**src/rtl/mqtt_receive_packet_parser_macros.svh**
```systemverilog
// ----------------------------------------------------------------------------
// MQTT receive parser assertion macros
// Concurrent check wrappers shared by the parser RTL; ASSERT_OFF removes them.
// ----------------------------------------------------------------------------
`ifndef MQTT_RECEIVE_PACKET_PARSER_MACROS_SVH
`define MQTT_RECEIVE_PACKET_PARSER_MACROS_SVH
`ifndef ASSERT_OFF
// same-cycle implication
`define MRPP_ASSERT_IMPLY(label, clk, rst, ante, cons, msg) \
   label: assert property (@(posedge clk) disable iff (rst) (ante) |-> (cons)) \
      else $error(msg);
// next-cycle implication
`define MRPP_ASSERT_NEXT(label, clk, rst, ante, cons, msg) \
   label: assert property (@(posedge clk) disable iff (rst) (ante) |=> (cons)) \
      else $error(msg);
`else
`define MRPP_ASSERT_IMPLY(label, clk, rst, ante, cons, msg)
`define MRPP_ASSERT_NEXT(label, clk, rst, ante, cons, msg)
`endif
`endif

```
**src/rtl/mrpp_pkg.sv**
```systemverilog
// ----------------------------------------------------------------------------
// MQTT receive parser package
// Types, codes and helpers shared by the receive parser modules.
// ----------------------------------------------------------------------------
package mrpp_pkg;

   localparam int LENGTH_GROUPS_DEF = 4;
   localparam int QUEUE_DEPTH_DEF   = 4;
   localparam int MAX_RESULTS       = 3;

   localparam logic [3:0] TYPE_CONNACK = 4'd2;
   localparam logic [3:0] TYPE_PUBLISH = 4'd3;

   localparam logic [1:0] QOS_AT_MOST_ONCE  = 2'd0;
   localparam logic [1:0] QOS_AT_LEAST_ONCE = 2'd1;

   localparam logic [7:0] CONNACK_ACCEPTED = 8'h00;

   typedef enum logic [3:0] {
      PH_HDR,
      PH_LEN,
      PH_TLEN_HI,
      PH_TLEN_LO,
      PH_TOPIC,
      PH_ID_HI,
      PH_ID_LO,
      PH_PAYLOAD,
      PH_CONNACK,
      PH_SKIP
   } phase_type;

   typedef enum logic [2:0] {
      KIND_TOPIC,
      KIND_PAYLOAD,
      KIND_END,
      KIND_PUBACK,
      KIND_CONN_OK,
      KIND_CONN_BAD,
      KIND_MALFORMED
   } kind_type;

   typedef struct packed {
      kind_type    kind;
      logic [7:0]  data;
      logic [15:0] packet_id;
      logic [7:0]  return_code;
      logic [1:0]  qos;
   } result_type;

   // all results caused by one received byte
   typedef struct packed {
      logic [1:0]                     count;
      logic                           connected;
      result_type [MAX_RESULTS-1:0]   res;
   } group_type;

   function automatic result_type make_result(kind_type kind, logic [7:0] data,
                                              logic [15:0] id, logic [7:0] rc,
                                              logic [1:0] q);
      result_type r;
      r.kind        = kind;
      r.data        = data;
      r.packet_id   = id;
      r.return_code = rc;
      r.qos         = q;
      return r;
   endfunction

endpackage

```
**src/rtl/mrpp_req_if.sv**
```systemverilog
// ----------------------------------------------------------------------------
// MQTT receive parser request channel
// Valid/ready channel carrying one received byte or a session reset.
// ----------------------------------------------------------------------------
interface mrpp_req_if;
   logic       valid;
   logic       ready;
   logic       op;
   logic [7:0] rx_byte;

   modport source (output valid, op, rx_byte, input ready);
   modport sink   (input valid, op, rx_byte, output ready);
endinterface

```
**src/rtl/mrpp_rsp_if.sv**
```systemverilog
// ----------------------------------------------------------------------------
// MQTT receive parser result channel
// Valid/ready channel carrying one decoded result.
// ----------------------------------------------------------------------------
interface mrpp_rsp_if;
   logic        valid;
   logic        ready;
   logic [2:0]  kind;
   logic [7:0]  data;
   logic [15:0] packet_id;
   logic [7:0]  return_code;
   logic [1:0]  qos;
   logic        connected;
   logic        last;

   modport source (output valid, kind, data, packet_id, return_code, qos, connected,
                   last, input ready);
   modport sink   (input valid, kind, data, packet_id, return_code, qos, connected,
                   last, output ready);
endinterface

```
**src/rtl/mqtt_receive_packet_parser.sv**
```systemverilog
// ----------------------------------------------------------------------------
// MQTT receive packet parser
// Deframes an MQTT 3.1.1 broker-to-client byte stream into decoded results.
// ----------------------------------------------------------------------------
// Usage:
//   req_chan takes one transfer per received byte (op = 0) or a session reset
//   (op = 1). A byte is taken in any cycle in which the result queue has room
//   for its group, so bytes stream in at one per cycle.
//   rsp_chan gives decoded results: topic and payload bytes, message end,
//   PUBACK requests, CONNACK verdicts and malformed-packet flags. One byte
//   causes zero to three results; last marks the final one of each byte.
//   A byte's group is registered into the queue when the byte is taken, behind
//   any groups already queued. Bytes go in at one per cycle while each byte
//   gives at most one result and the receiver is ready; the result port sends
//   one result per cycle, so a byte closing a publish (up to three results)
//   takes a transfer per result and the queue of QUEUE_DEPTH groups absorbs it.
//   Reset clears the parser (waiting for a fixed header, disconnected) and
//   empties the queue. A session reset clears the parser only; results already
//   queued still go out. When the receiver stalls, the queue fills and
//   req_chan.ready drops until a group has been sent.
// ----------------------------------------------------------------------------
module mqtt_receive_packet_parser
   import mrpp_pkg::*;
#(
   parameter int LENGTH_GROUPS = LENGTH_GROUPS_DEF,
   parameter int QUEUE_DEPTH   = QUEUE_DEPTH_DEF
) (
   input  logic       clock,
   input  logic       reset,
   mrpp_req_if.sink   req_chan,
   mrpp_rsp_if.source rsp_chan
);

   logic      accept;
   logic      has_space;
   logic      push;
   group_type group;

   // take a byte only when a whole result group fits
   assign req_chan.ready = has_space;
   assign accept         = req_chan.valid && has_space;

   // decode the byte against the running packet state
   mrpp_parser #(
      .LENGTH_GROUPS (LENGTH_GROUPS)
   ) u_parser (
      .clock   (clock),
      .reset   (reset),
      .accept  (accept),
      .op      (req_chan.op),
      .rx_byte (req_chan.rx_byte),
      .push    (push),
      .group   (group)
   );

   // hold groups and send their results one transfer at a time
   mrpp_group_queue #(
      .QUEUE_DEPTH (QUEUE_DEPTH)
   ) u_queue (
      .clock      (clock),
      .reset      (reset),
      .push       (push),
      .push_group (group),
      .has_space  (has_space),
      .rsp_chan   (rsp_chan)
   );

endmodule

```
**src/rtl/mrpp_parser.sv**
```systemverilog
// ----------------------------------------------------------------------------
// MQTT receive parser state machine
// Walks the fixed header, remaining length and packet body one byte a cycle while bytes are accepted.
// ----------------------------------------------------------------------------
`include "mqtt_receive_packet_parser_macros.svh"

module mrpp_parser
   import mrpp_pkg::*;
#(
   parameter int LENGTH_GROUPS = LENGTH_GROUPS_DEF
) (
   input  logic      clock,
   input  logic      reset,
   input  logic      accept,
   input  logic      op,
   input  logic [7:0] rx_byte,
   output logic      push,
   output group_type group
);

   phase_type   phase_ff, phase_in;
   logic [3:0]  type_ff, type_in;
   logic [3:0]  flags_ff, flags_in;
   logic [2:0]  groups_ff, groups_in;
   logic [27:0] left_ff, left_in;
   logic [15:0] tlen_ff, tlen_in;
   logic [15:0] id_ff, id_in;
   logic [1:0]  cidx_ff, cidx_in;
   logic        conn_ff, conn_in;

   logic [1:0]  qos;
   phase_type   after_topic;
   logic [27:0] len_add, len_sum, left_dec;
   logic [2:0]  groups_inc;
   logic        len_overflow, body_end;
   logic [15:0] tlen_lo_val;
   phase_type   pub_phase;
   logic [15:0] pub_tlen, pub_id;

   assign qos          = flags_ff[2:1];
   assign after_topic  = (qos != QOS_AT_MOST_ONCE) ? PH_ID_HI : PH_PAYLOAD;
   assign groups_inc   = groups_ff + 3'd1;
   assign len_overflow = groups_inc >= 3'(LENGTH_GROUPS);
   assign len_sum      = left_ff + len_add;
   assign left_dec     = left_ff - 28'd1;
   assign body_end     = left_ff == 28'd1;
   assign tlen_lo_val  = {tlen_ff[15:8], rx_byte};

   // place the 7-bit group by its position, least significant first
   always_comb begin
      case (groups_ff[1:0])
         2'd0:    len_add = {21'd0, rx_byte[6:0]};
         2'd1:    len_add = {14'd0, rx_byte[6:0], 7'd0};
         2'd2:    len_add = {7'd0, rx_byte[6:0], 14'd0};
         default: len_add = {rx_byte[6:0], 21'd0};
      endcase
   end

   // publish body step before the end-of-packet check
   always_comb begin
      pub_phase = phase_ff;
      pub_tlen  = tlen_ff;
      pub_id    = id_ff;
      case (phase_ff)
         PH_TLEN_HI: begin
            pub_tlen  = {rx_byte, 8'h00};
            pub_phase = PH_TLEN_LO;
         end
         PH_TLEN_LO: begin
            pub_tlen  = tlen_lo_val;
            pub_phase = (tlen_lo_val != 16'd0) ? PH_TOPIC : after_topic;
         end
         PH_TOPIC: begin
            pub_tlen  = tlen_ff - 16'd1;
            pub_phase = (tlen_ff == 16'd1) ? after_topic : PH_TOPIC;
         end
         PH_ID_HI: begin
            pub_id    = {rx_byte, 8'h00};
            pub_phase = PH_ID_LO;
         end
         PH_ID_LO: begin
            pub_id    = {id_ff[15:8], rx_byte};
            pub_phase = PH_PAYLOAD;
         end
         default: begin
            pub_phase = phase_ff;
         end
      endcase
   end

   // next state
   always_comb begin
      phase_in  = phase_ff;
      type_in   = type_ff;
      flags_in  = flags_ff;
      groups_in = groups_ff;
      left_in   = left_ff;
      tlen_in   = tlen_ff;
      id_in     = id_ff;
      cidx_in   = cidx_ff;
      conn_in   = conn_ff;
      if (accept && op) begin
         phase_in  = PH_HDR;
         type_in   = 4'd0;
         flags_in  = 4'd0;
         groups_in = 3'd0;
         left_in   = 28'd0;
         tlen_in   = 16'd0;
         id_in     = 16'd0;
         cidx_in   = 2'd0;
         conn_in   = 1'b0;
      end else if (accept) begin
         case (phase_ff)
            PH_HDR: begin
               type_in   = rx_byte[7:4];
               flags_in  = rx_byte[3:0];
               groups_in = 3'd0;
               left_in   = 28'd0;
               phase_in  = PH_LEN;
            end
            PH_LEN: begin
               left_in   = len_sum;
               groups_in = groups_inc;
               if (rx_byte[7]) begin
                  if (len_overflow) begin
                     phase_in = PH_HDR;
                  end
               end else if (type_ff == TYPE_PUBLISH) begin
                  id_in    = 16'd0;
                  tlen_in  = 16'd0;
                  phase_in = (len_sum == 28'd0) ? PH_HDR : PH_TLEN_HI;
               end else if (len_sum == 28'd0) begin
                  phase_in = PH_HDR;
               end else if (type_ff == TYPE_CONNACK) begin
                  cidx_in  = 2'd0;
                  phase_in = PH_CONNACK;
               end else begin
                  phase_in = PH_SKIP;
               end
            end
            PH_CONNACK: begin
               left_in = left_dec;
               if (cidx_ff == 2'd1) begin
                  conn_in = rx_byte == CONNACK_ACCEPTED;
               end
               if (cidx_ff < 2'd2) begin
                  cidx_in = cidx_ff + 2'd1;
               end
               if (body_end) begin
                  phase_in = PH_HDR;
               end
            end
            PH_TLEN_HI, PH_TLEN_LO, PH_TOPIC, PH_ID_HI, PH_ID_LO, PH_PAYLOAD: begin
               left_in  = left_dec;
               tlen_in  = pub_tlen;
               id_in    = pub_id;
               phase_in = body_end ? PH_HDR : pub_phase;
            end
            default: begin
               left_in = left_dec;
               if (body_end) begin
                  phase_in = PH_HDR;
               end
            end
         endcase
      end
   end

   // results of this byte
   always_comb begin : build_group
      logic [1:0] slot;
      slot  = 2'd0;
      group = '0;
      if (accept && !op) begin
         case (phase_ff)
            PH_LEN: begin
               if ((rx_byte[7] && len_overflow) ||
                   (!rx_byte[7] && type_ff == TYPE_PUBLISH && len_sum == 28'd0)) begin
                  group.res[slot] = make_result(KIND_MALFORMED, 8'd0, 16'd0, 8'd0, 2'd0);
                  slot = slot + 2'd1;
               end
            end
            PH_CONNACK: begin
               if (cidx_ff == 2'd1) begin
                  group.res[slot] = make_result(
                     (rx_byte == CONNACK_ACCEPTED) ? KIND_CONN_OK : KIND_CONN_BAD,
                     8'd0, 16'd0, rx_byte, 2'd0);
                  slot = slot + 2'd1;
               end
            end
            PH_TLEN_HI, PH_TLEN_LO, PH_TOPIC, PH_ID_HI, PH_ID_LO, PH_PAYLOAD: begin
               if (phase_ff == PH_TOPIC) begin
                  group.res[slot] = make_result(KIND_TOPIC, rx_byte, 16'd0, 8'd0, qos);
                  slot = slot + 2'd1;
               end else if (phase_ff == PH_PAYLOAD) begin
                  group.res[slot] = make_result(KIND_PAYLOAD, rx_byte, 16'd0, 8'd0, qos);
                  slot = slot + 2'd1;
               end
               if (body_end) begin
                  if (pub_phase == PH_PAYLOAD) begin
                     group.res[slot] = make_result(KIND_END, 8'd0, pub_id, 8'd0, qos);
                     slot = slot + 2'd1;
                     if (qos == QOS_AT_LEAST_ONCE) begin
                        group.res[slot] = make_result(KIND_PUBACK, 8'd0, pub_id, 8'd0, qos);
                        slot = slot + 2'd1;
                     end
                  end else begin
                     group.res[slot] = make_result(KIND_MALFORMED, 8'd0, 16'd0, 8'd0, 2'd0);
                     slot = slot + 2'd1;
                  end
               end
            end
            default: begin
               slot = 2'd0;
            end
         endcase
      end
      group.count     = slot;
      group.connected = conn_in;
   end

   assign push = group.count != 2'd0;

   always_ff @(posedge clock) begin
      if (reset) begin
         phase_ff  <= PH_HDR;
         type_ff   <= 4'd0;
         flags_ff  <= 4'd0;
         groups_ff <= 3'd0;
         left_ff   <= 28'd0;
         tlen_ff   <= 16'd0;
         id_ff     <= 16'd0;
         cidx_ff   <= 2'd0;
         conn_ff   <= 1'b0;
      end else begin
         phase_ff  <= phase_in;
         type_ff   <= type_in;
         flags_ff  <= flags_in;
         groups_ff <= groups_in;
         left_ff   <= left_in;
         tlen_ff   <= tlen_in;
         id_ff     <= id_in;
         cidx_ff   <= cidx_in;
         conn_ff   <= conn_in;
      end
   end

   `MRPP_ASSERT_NEXT(a_session_reset, clock, reset, accept && op, phase_ff == PH_HDR && !conn_ff, "session reset did not clear parser")
   `MRPP_ASSERT_IMPLY(a_len_groups, clock, reset, phase_ff == PH_LEN, groups_ff < 3'(LENGTH_GROUPS), "length group count out of range")
   `MRPP_ASSERT_IMPLY(a_body_left, clock, reset, phase_ff == PH_CONNACK || phase_ff == PH_SKIP || phase_ff == PH_PAYLOAD, left_ff != 28'd0, "body phase with no bytes left")
   `MRPP_ASSERT_IMPLY(a_topic_left, clock, reset, phase_ff == PH_TOPIC, tlen_ff != 16'd0, "topic phase with empty topic")

endmodule

```
**src/rtl/mrpp_group_queue.sv**
```systemverilog
// ----------------------------------------------------------------------------
// MQTT receive parser result queue
// Buffers result groups and sends their results one transfer at a time.
// ----------------------------------------------------------------------------
`include "mqtt_receive_packet_parser_macros.svh"

module mrpp_group_queue
   import mrpp_pkg::*;
#(
   parameter int QUEUE_DEPTH = QUEUE_DEPTH_DEF
) (
   input  logic          clock,
   input  logic          reset,
   input  logic          push,
   input  group_type     push_group,
   output logic          has_space,
   mrpp_rsp_if.source    rsp_chan
);

   localparam int PTR_W = $clog2(QUEUE_DEPTH);
   localparam int CNT_W = $clog2(QUEUE_DEPTH + 1);

   group_type        entry_ff [QUEUE_DEPTH];
   logic [PTR_W-1:0] wr_ptr_ff, wr_ptr_in;
   logic [PTR_W-1:0] rd_ptr_ff, rd_ptr_in;
   logic [CNT_W-1:0] fill_ff, fill_in;
   logic [1:0]       slot_ff, slot_in;

   group_type  head;
   result_type cur;
   logic       final_slot, xfer, pop;

   assign head       = entry_ff[rd_ptr_ff];
   assign cur        = head.res[slot_ff];
   assign final_slot = slot_ff == (head.count - 2'd1);
   assign xfer       = rsp_chan.valid && rsp_chan.ready;
   assign pop        = xfer && final_slot;
   assign has_space  = fill_ff < CNT_W'(QUEUE_DEPTH);

   assign rsp_chan.valid       = fill_ff != '0;
   assign rsp_chan.kind        = cur.kind;
   assign rsp_chan.data        = cur.data;
   assign rsp_chan.packet_id   = cur.packet_id;
   assign rsp_chan.return_code = cur.return_code;
   assign rsp_chan.qos         = cur.qos;
   assign rsp_chan.connected   = head.connected;
   assign rsp_chan.last        = final_slot;

   always_comb begin
      wr_ptr_in = wr_ptr_ff;
      rd_ptr_in = rd_ptr_ff;
      slot_in   = slot_ff;
      if (push) begin
         wr_ptr_in = (wr_ptr_ff == PTR_W'(QUEUE_DEPTH - 1)) ? '0 : wr_ptr_ff + PTR_W'(1);
      end
      if (pop) begin
         rd_ptr_in = (rd_ptr_ff == PTR_W'(QUEUE_DEPTH - 1)) ? '0 : rd_ptr_ff + PTR_W'(1);
      end
      if (xfer) begin
         slot_in = final_slot ? 2'd0 : slot_ff + 2'd1;
      end
      case ({push, pop})
         2'b10:   fill_in = fill_ff + CNT_W'(1);
         2'b01:   fill_in = fill_ff - CNT_W'(1);
         default: fill_in = fill_ff;
      endcase
   end

   always_ff @(posedge clock) begin
      if (push) begin
         entry_ff[wr_ptr_ff] <= push_group;
      end
   end

   always_ff @(posedge clock) begin
      if (reset) begin
         wr_ptr_ff <= '0;
         rd_ptr_ff <= '0;
         fill_ff   <= '0;
         slot_ff   <= 2'd0;
      end else begin
         wr_ptr_ff <= wr_ptr_in;
         rd_ptr_ff <= rd_ptr_in;
         fill_ff   <= fill_in;
         slot_ff   <= slot_in;
      end
   end

   `MRPP_ASSERT_IMPLY(a_no_overflow, clock, reset, push, has_space, "group pushed into full queue")
   `MRPP_ASSERT_IMPLY(a_fill_bound, clock, reset, 1'b1, fill_ff <= CNT_W'(QUEUE_DEPTH), "queue fill beyond depth")
   `MRPP_ASSERT_IMPLY(a_head_nonempty, clock, reset, rsp_chan.valid, head.count != 2'd0 && slot_ff < head.count, "head group slot out of range")
   `MRPP_ASSERT_IMPLY(a_slot_idle, clock, reset, !rsp_chan.valid, slot_ff == 2'd0, "slot index left over with empty queue")

endmodule
```
**src/flat_wrapper.sv**
```systemverilog
// flat-port wrapper written by rule: the top's interface ports become plain ports
module mqtt_receive_packet_parser_flat import mrpp_pkg::*;
#(
   parameter int LENGTH_GROUPS = LENGTH_GROUPS_DEF,
   parameter int QUEUE_DEPTH   = QUEUE_DEPTH_DEF
)
  (clock, reset, req_chan_valid, req_chan_op, req_chan_rx_byte, req_chan_ready, rsp_chan_valid, rsp_chan_kind, rsp_chan_data, rsp_chan_packet_id, rsp_chan_return_code, rsp_chan_qos, rsp_chan_connected, rsp_chan_last, rsp_chan_ready);
  mrpp_req_if req_chan_i ();
  mrpp_rsp_if rsp_chan_i ();
  input  logic clock;
  input  logic reset;
  input wire logic [$bits(req_chan_i.valid)-1:0] req_chan_valid;
  input wire logic [$bits(req_chan_i.op)-1:0] req_chan_op;
  input wire logic [$bits(req_chan_i.rx_byte)-1:0] req_chan_rx_byte;
  output wire logic [$bits(req_chan_i.ready)-1:0] req_chan_ready;
  output wire logic [$bits(rsp_chan_i.valid)-1:0] rsp_chan_valid;
  output wire logic [$bits(rsp_chan_i.kind)-1:0] rsp_chan_kind;
  output wire logic [$bits(rsp_chan_i.data)-1:0] rsp_chan_data;
  output wire logic [$bits(rsp_chan_i.packet_id)-1:0] rsp_chan_packet_id;
  output wire logic [$bits(rsp_chan_i.return_code)-1:0] rsp_chan_return_code;
  output wire logic [$bits(rsp_chan_i.qos)-1:0] rsp_chan_qos;
  output wire logic [$bits(rsp_chan_i.connected)-1:0] rsp_chan_connected;
  output wire logic [$bits(rsp_chan_i.last)-1:0] rsp_chan_last;
  input wire logic [$bits(rsp_chan_i.ready)-1:0] rsp_chan_ready;
  assign req_chan_i.valid = req_chan_valid;
  assign req_chan_i.op = req_chan_op;
  assign req_chan_i.rx_byte = req_chan_rx_byte;
  assign req_chan_ready = req_chan_i.ready;
  assign rsp_chan_valid = rsp_chan_i.valid;
  assign rsp_chan_kind = rsp_chan_i.kind;
  assign rsp_chan_data = rsp_chan_i.data;
  assign rsp_chan_packet_id = rsp_chan_i.packet_id;
  assign rsp_chan_return_code = rsp_chan_i.return_code;
  assign rsp_chan_qos = rsp_chan_i.qos;
  assign rsp_chan_connected = rsp_chan_i.connected;
  assign rsp_chan_last = rsp_chan_i.last;
  assign rsp_chan_i.ready = rsp_chan_ready;
  mqtt_receive_packet_parser #(.LENGTH_GROUPS(LENGTH_GROUPS), .QUEUE_DEPTH(QUEUE_DEPTH)) u_core (.clock(clock), .reset(reset), .req_chan(req_chan_i), .rsp_chan(rsp_chan_i));
endmodule
```
**config.mk**
```make
export PLATFORM = sky130hd
export DESIGN_NAME = mqtt_receive_packet_parser_flat
export DESIGN_NICKNAME = d
export VERILOG_FILES = /design/src/rtl/mrpp_pkg.sv /design/src/rtl/mrpp_req_if.sv /design/src/rtl/mrpp_rsp_if.sv /design/src/rtl/mqtt_receive_packet_parser.sv /design/src/rtl/mrpp_parser.sv /design/src/rtl/mrpp_group_queue.sv /design/src/flat_wrapper.sv
export VERILOG_INCLUDE_DIRS = /design/src /design/src/rtl
export SDC_FILE = /design/constraint.sdc
export NUM_CORES = 1
export LEC_CHECK = 0
export BUFFER_PORTS_ARGS = -buffer_cell sky130_fd_sc_hd__buf_2
export CORE_MARGIN = 1
export CORE_UTILIZATION = 55
export CTS_BUF_LIST = sky130_fd_sc_hd__clkbuf_2 sky130_fd_sc_hd__clkbuf_4 sky130_fd_sc_hd__clkbuf_8
export DETAILED_ROUTE_END_ITERATION = 16
export PLACE_DENSITY = 0.8
export SLEW_MARGIN = 0
export SYNTH_ARGS = -nofsm -noshare
export SYNTH_HDL_FRONTEND = slang
export SYNTH_SLANG_ARGS = --single-unit
```
**constraint.sdc**
```tcl
create_clock -name clock -period 8.65 [get_ports clock]
set_clock_uncertainty 0.1 [all_clocks]
set_input_delay 1.2975 -clock clock [delete_from_list [all_inputs] [get_ports clock]]
set_output_delay 1.2975 -clock clock [all_outputs]
set_load 0.02 [all_outputs]
```
==> impl_metrics.yaml, run 1 <==
run_status:
  status: "complete, no violations"
job:
  max_cap_violations: 0
global_routing:
  grt_usage_pct: 26.7
  grt_overflow_total: 0
  grt_first_pass_wirelength_mm: 75.3
  antenna_found_initial: 0
  grt_pass1_vias: 13432
  grt_max_degree: 81
drt:
  ant_nets: 0
  avgRoutedWirePerCell_um: 22.0
  drt_first_pass_iters: 6
  vias: 13917
  finalWirelength_mm: 48.7
  via_per_inst: 6.29
  drc: 0
  drtIter0Drc: 1338
sta:
  rsz0062_at_grt: "false"
  setup_tns_ns: 0
  fmax_ghz: 0.156
  finalCritPeriodShare_pct: 73.9
  worst_pin_slew_ns: 1.20
  fin_ws_ns: 2.26
  hold_viol: 0
  setup_viol: 0
  slew_violations: 0
  min_period_ns: 6.39
  relSlewSlack_pct: 19.8
place:
  dpl_worst_slack_ns: 1.86
  portBuffers: 53
  gp_congestion: 0.931
  placed_cells: 2099
  dp_hpwl_mm: 31.4
cells_and_area:
  syn_to_final_growth_pct: 10.2
  final_cell_count_no_fill: 2214
  layout.nets: 1762
  drive_gt1_share_pct: 17.3
  n_antenna_cell: 0
floorplanning:
  core_mm2: 0.0356
  dieArea_mm2: 0.0370
  pin_count: 54
  initial_core_util_pct: 56.0
  die_x_um: 192
  die_h_um: 192
  rows: 69
clocking:
  numCtsBuffers: 61
  cts_hold_buf: 0
  clk_pin_slew_worst_paths_ns: 0.07
  cts_resized: 0
  post_cts.repair.setup_buffers: 0
  cts_tree: "done"
  cts.path.max_buffers: 3
  htreeDepth: 2
  cts-root-buf: "clkbuf_8"
  clock_sinks: 407
  clock_latency_ns: 0.60
yosys:
  ys_dominant_reg_cell: "edfxtp_1"
  ys_warn_count: 0
  async_flop_share_pct: 0
  synth_area_per_cell_um2: 12.0
  yosys-top-cells-area: "edfxtp_1 (48%), mux4_2 (9.0%), dfxtp_1 (8.7%)"
  synth_top_cell_by_area: "edfxtp_1"
  synth_top_area_share_pct: 48.2
  synth_area_mm2: 0.0199
  ys_seq_area_share_pct: 57.0
  syn_inst: 1663
  synth_edf_count: 320
  ys_ff_latch: 407
  synthDistinctLibCells: 80
critical_path:
  crit_type: "register to register"
  cp.arrival_ns: 6.57
  worstSetupEndpointType: "register"
  crit_fanout: 59
  cp.required_ns: 8.82
  worst_setup_path_start_kind: "register"
power_and_ir_drop:
  peakVddDrop_mv: 0.134
  p_leak_uw: 0.00774
  p_per_area_mw_per_mm2: 181
hold_path:
  hold_class: "register to register"
[routing by layer]
layer / GRT usage, % / part of all wire (%) / vias to the layer above
met5: 0 / 0 / -
met4: 9.69 / 3.2 / 0
li1: - / - / 6348
met1: 34.7 / 40 / 6839
met2: 45.6 / 50 / 625
met3: 3.75 / 7.0 / 105
[final cells by class]
class	instances	area, um2
multi-input cells	1114	8070
clock buffers	86	1070
clock inverters	29	293
well taps	461	577
flip-flops and latches	407	11400
repair buffers	69	410
inverters	48	180
fillers	2700	13600
[registers in the layout (all words and copies together) (netlist names), named ones only]
register                   count
u_core.u_parser.tlen_ff       16
u_core.u_parser.phase_ff       4
u_core.u_parser.id_ff         16
u_core.u_queue.fill_ff         3
u_core.u_parser.conn_ff        1
u_core.u_parser.groups_ff      3
u_core.u_queue.slot_ff         2
u_core.u_parser.flags_ff       2
u_core.u_parser.type_ff        4
u_core.u_queue.rd_ptr_ff       2
u_core.u_parser.cidx_ff        2
u_core.u_parser.left_ff       28
u_core.u_queue.entry_ff      320
u_core.u_queue.wr_ptr_ff       2
[worst max-delay path: stages (launching register included)]
cell and delay [ns]:
dfxtp_1 0.36, ha_1 0.32, nor2b_1 0.48, and2_1 0.21, ha_1 0.32, a21oi_1 0.35
o21ai_0 0.23, a211oi_2 0.34, o211ai_1 0.16, xor2_1 0.19, a2111oi_0 0.81, nand2_1 0.21
o31ai_4 0.28, a21oi_2 0.20, and2b_4 0.98, buf_4 0.45
[cells in the mapped netlist (6+ instances only)]
cell type	number
a211oi_1	11
a21o_1	11
a21oi_1	115
a22oi_1	27
and2_1	55
and3_1	9
buf_1	11
buf_2	6
clkbuf_1	80
dfxtp_1	87
edfxtp_1	320
ha_1	46
inv_1	46
mux2i_1	33
mux4_2	80
nand2_1	132
nand2b_1	8
nand3_1	16
nand4_1	16
nor2_1	191
nor2b_1	28
nor3_1	37
nor3b_1	8
nor4_1	16
o21a_1	8
o21ai_0	63
o22ai_1	31
o31ai_1	7
o32ai_1	6
or2_2	17
or3_1	11
or4_1	10
xnor2_1	21
xor2_1	17
[cells in the final DEF (no fill, tap or decap), drive strengths merged, types with 8 or more instances in the layout]
cell    netlist  final
a21oi       118    118
and2         55     55
and3          9      9
a21o         11     11
edfxtp      320    320
nor3b         8      8
nand4        16     16
a22oi        27     27
xor2         17     17
o22ai        31     31
buf          17     69
nor3         37     37
mux4         80     80
a211oi       12     12
clkbuf       80     86
nand3        16     16
or3          11     11
mux2i        33     33
nor4         16     16
inv          47     47
nand2       132    132
ha           46     46
nand2b        8      8
o31ai         9      9
dfxtp        87     87
or2          17     17
xnor2        21     21
clkinv        1     23
o21a          8      8
or4          11     11
nor2b        28     28
nor2        191    191
o21ai        65     65
[per-stage QoR]
| step | power (uW) | utilization (%) | hold slack, ns | cell area, um2 |
|---|---|---|---|---|
| 2_1_floorplan | 2250 | - | 0.345 | 19900 |
| 3_3_place_gp | 2300 | 57.9 | 0.358 | 20600 |
| 3_5_place_dp | 2300 | 57.9 | 0.366 | 20600 |
| 4_1_cts | 3990 | 61.7 | 0.374 | 22000 |
| 5_1_grt | 4080 | 61.7 | 0.409 | 22000 |
| 6_report | 3970 | 61.7 | 0.374 | 22000 |
[power by group]
group	switching (uW)	leakage (uW)	total, uW	internal, uW
sequential	10.6	0.00382	2100	2090
clock	720	0.000727	1700	981
combinational	117	0.00319	169	52.3
total	848	0.00774	3970	3120
[worst paths after layout]
check                                                   from                              to  slack [ns]  cells after the start
worst min-delay path              u_core.u_parser.type_ff[1]      u_core.u_parser.type_ff[1]        0.37                      2
worst min register to register    u_core.u_parser.type_ff[1]      u_core.u_parser.type_ff[1]        0.37                      2
worst max register to register  u_core.u_parser.groups_ff[0]  u_core.u_queue.entry_ff[3][48]        2.26                     15
worst max-delay path            u_core.u_parser.groups_ff[0]  u_core.u_queue.entry_ff[3][48]        2.26                     15
[cell families after synthesis]
family / Yosys count / synth area share, %
flip-flops: 407 / 57.0
XOR/XNOR: 38 / 1.67
adder cells (fa/ha/maj): 48 / 3.09
other: 1 / 0.0188
buffers and inverters: 145 / 2.77
AND/OR/NAND/NOR: 570 / 13.9
multiplexers: 115 / 10.8
AO/OA/AOI/OAI: 339 / 10.8
Power figures use the tool's default switching activity.
==> run 2, diff against run 1 <==
--- a/config.mk
+++ b/config.mk
@@ -11,7 +11,7 @@
 export CORE_UTILIZATION = 55
 export CTS_BUF_LIST = sky130_fd_sc_hd__clkbuf_2 sky130_fd_sc_hd__clkbuf_4 sky130_fd_sc_hd__clkbuf_8
 export DETAILED_ROUTE_END_ITERATION = 16
-export PLACE_DENSITY = 0.8
+export PLACE_DENSITY = 0.78
 export SLEW_MARGIN = 0
 export SYNTH_ARGS = -nofsm -noshare
 export SYNTH_HDL_FRONTEND = slang
==> constraint.sdc (replaced) <==
create_clock -name clock -period 6.6 [get_ports clock]
set_clock_uncertainty 0.1 [all_clocks]
set_input_delay 0.99 -clock clock [delete_from_list [all_inputs] [get_ports clock]]
set_output_delay 0.99 -clock clock [all_outputs]
set_load 0.02 [all_outputs]
==> impl_metrics.yaml, run 2 (synthesis gave the netlist of run 1 again) <==
sta:
  relSlewSlack_pct: 20.8
  holdWs_ns: 0.378
  slew_violations: 0
  fmax_ghz: 0.168
  setup_viol: 0
  finalCritPeriodShare_pct: 90.0
  min_period_ns: 5.94
  rsz0062_at_grt: "false"
  hold_viol: 0
  worst_pin_slew_ns: 1.18
drt:
  finalWirelength_mm: 49.3
  ant_nets: 0
  drt_first_pass_iters: 5
  drc: 0
  via_per_inst: 6.28
  drtIter0Drc: 1222
  vias: 14026
  avgRoutedWirePerCell_um: 22.1
clocking:
  cts_tree: "done"
  clock_latency_ns: 0.59
  cts_hold_buf: 0
  numCtsBuffers: 66
  htreeDepth: 3
  cts.path.max_buffers: 3
  post_cts.repair.setup_buffers: 0
  clock_sinks: 407
  cts-root-buf: "clkbuf_8"
  clk_pin_slew_worst_paths_ns: 0.06
  cts_resized: 0
critical_path:
  crit_fanout: 25
  crit_slowest_cell: "or4_4"
  cp_cell_sequence: "ha_1 -> nor2b_1 -> and2_1 -> ha_1 -> a21oi_1 -> o21ai_0 -> a211oi_2 -> a21boi_1 -> xor2_1 -> o2111ai_1 -> or4_4 -> o31ai_4 -> a21oi_2 -> and2b_4 -> buf_4"
  r2r_slack_ns: 0.66
  worst_setup_path_start_kind: "register"
  cp.arrival_ns: 6.09
  worst-path-buf-inv: 1
  worstSetupEndpointType: "register"
  crit_top_cell: "ha_1"
  cp.required_ns: 6.75
  critical_path.top_delay_family: "compound AO/OA/AOI/OAI gates"
  crit_type: "register to register"
  crit_path_max_incr_delay_ns: 0.59
global_routing:
  grt_overflow_total: 0
  grt_first_pass_wirelength_mm: 75.6
  grt_usage_pct: 27.0
  grt_pass1_vias: 13656
  grt_max_degree: 70
  antenna_found_initial: 0
power_and_ir_drop:
  p_per_area_mw_per_mm2: 237
  p_total_uw: 5250
  peakVddDrop_mv: 0.150
  p_leak_uw: 0.00782
cells_and_area:
  reg.largest.list: "u_core.u_queue.entry_ff x320, u_core.u_parser.left_ff x28"
  syn_to_final_growth_pct: 11.2
  drive_gt1_share_pct: 18.1
  final_cell_mix: "edfxtp_1 (320), nor2_1 (191), nand2_1 (132), a21oi_1 (115), dfxtp_1 (85)"
  top_register: "u_core.u_queue.entry_ff"
  layout.nets: 1779
  final_cell_count_no_fill: 2233
  largest_register_ffs: 320
  mostFrequentLayoutCell: "edfxtp_1"
hold_path:
  hold_class: "register to register"
place:
  portBuffers: 53
  placed_cells: 2111
  dp_hpwl_mm: 32.7
  gp_congestion: 0.990
floorplanning:
  rows: 69
  die_h_um: 192
  die_x_um: 192
  pin_count: 54
  initial_core_util_pct: 56.0
  core_mm2: 0.0356
  dieArea_mm2: 0.0370
job:
  max_cap_violations: 0
run_status:
  status: "complete, no violations"
## run 2: layer usage
| metal | vias up | wire, um | global-route usage [%] |
|---|---|---|---|
| li1 | 6393 | - | - |
| met3 | 98 | 3140 | 4.04 |
| met2 | 589 | 24800 | 45.6 |
| met4 | 0 | 1560 | 11.6 |
| met1 | 6946 | 19800 | 34.6 |
| met5 | - | 0 | 0 |
## run 2: area by class of cell
type	count	area [um2]
clock buffer	96	1180
sequential	407	11400
tap	461	577
antenna	1	2.50
clock inverter	25	214
timing repair buffer	81	576
inverter	48	180
multi-input combinational	1114	8070
fill	2604	13400
## run 2: worst paths after layout
kind / end / start / cells past startpoint
worst max-delay path: u_core.u_queue.entry_ff[3][84] / u_core.u_parser.groups_ff[0] / 15
worst min-delay path: u_core.u_parser.cidx_ff[1] / u_core.u_parser.cidx_ff[1] / 2
worst max register to register: u_core.u_queue.entry_ff[3][84] / u_core.u_parser.groups_ff[0] / 15
worst min register to register: u_core.u_parser.cidx_ff[1] / u_core.u_parser.cidx_ff[1] / 2
## run 2: report_power, final
group	internal, uW	switching [uW]	total, uW
Clock	1280	987	2270
Combinational	69.9	164	234
Sequential	2730	12.3	2750
## run 2: metrics by stage
step | setup WS (ns) | setup TNS [ns] | cell area [um2] | utilization, %
after floorplan | -0.172 | -41.31 | 19900 | -
after global placement | 0.745 | 0 | 20800 | 58.4
after detailed placement | 0.682 | 0 | 20800 | 58.4
after CTS | 0.780 | 0 | 22200 | 62.3
after global routing | 0.470 | 0 | 22200 | 62.3
final | 0.657 | 0 | 22200 | 62.3
## run 2: worst reg2reg max path, cell delays in order (launching register included)
cell	delay, ns
dfxtp_1	0.37
ha_1	0.33
nor2b_1	0.48
and2_1	0.21
ha_1	0.32
a21oi_1	0.35
o21ai_0	0.23
a211oi_2	0.33
a21boi_1	0.30
xor2_1	0.38
o2111ai_1	0.22
or4_4	0.59
o31ai_4	0.30
a21oi_2	0.21
and2b_4	0.48
buf_4	0.40
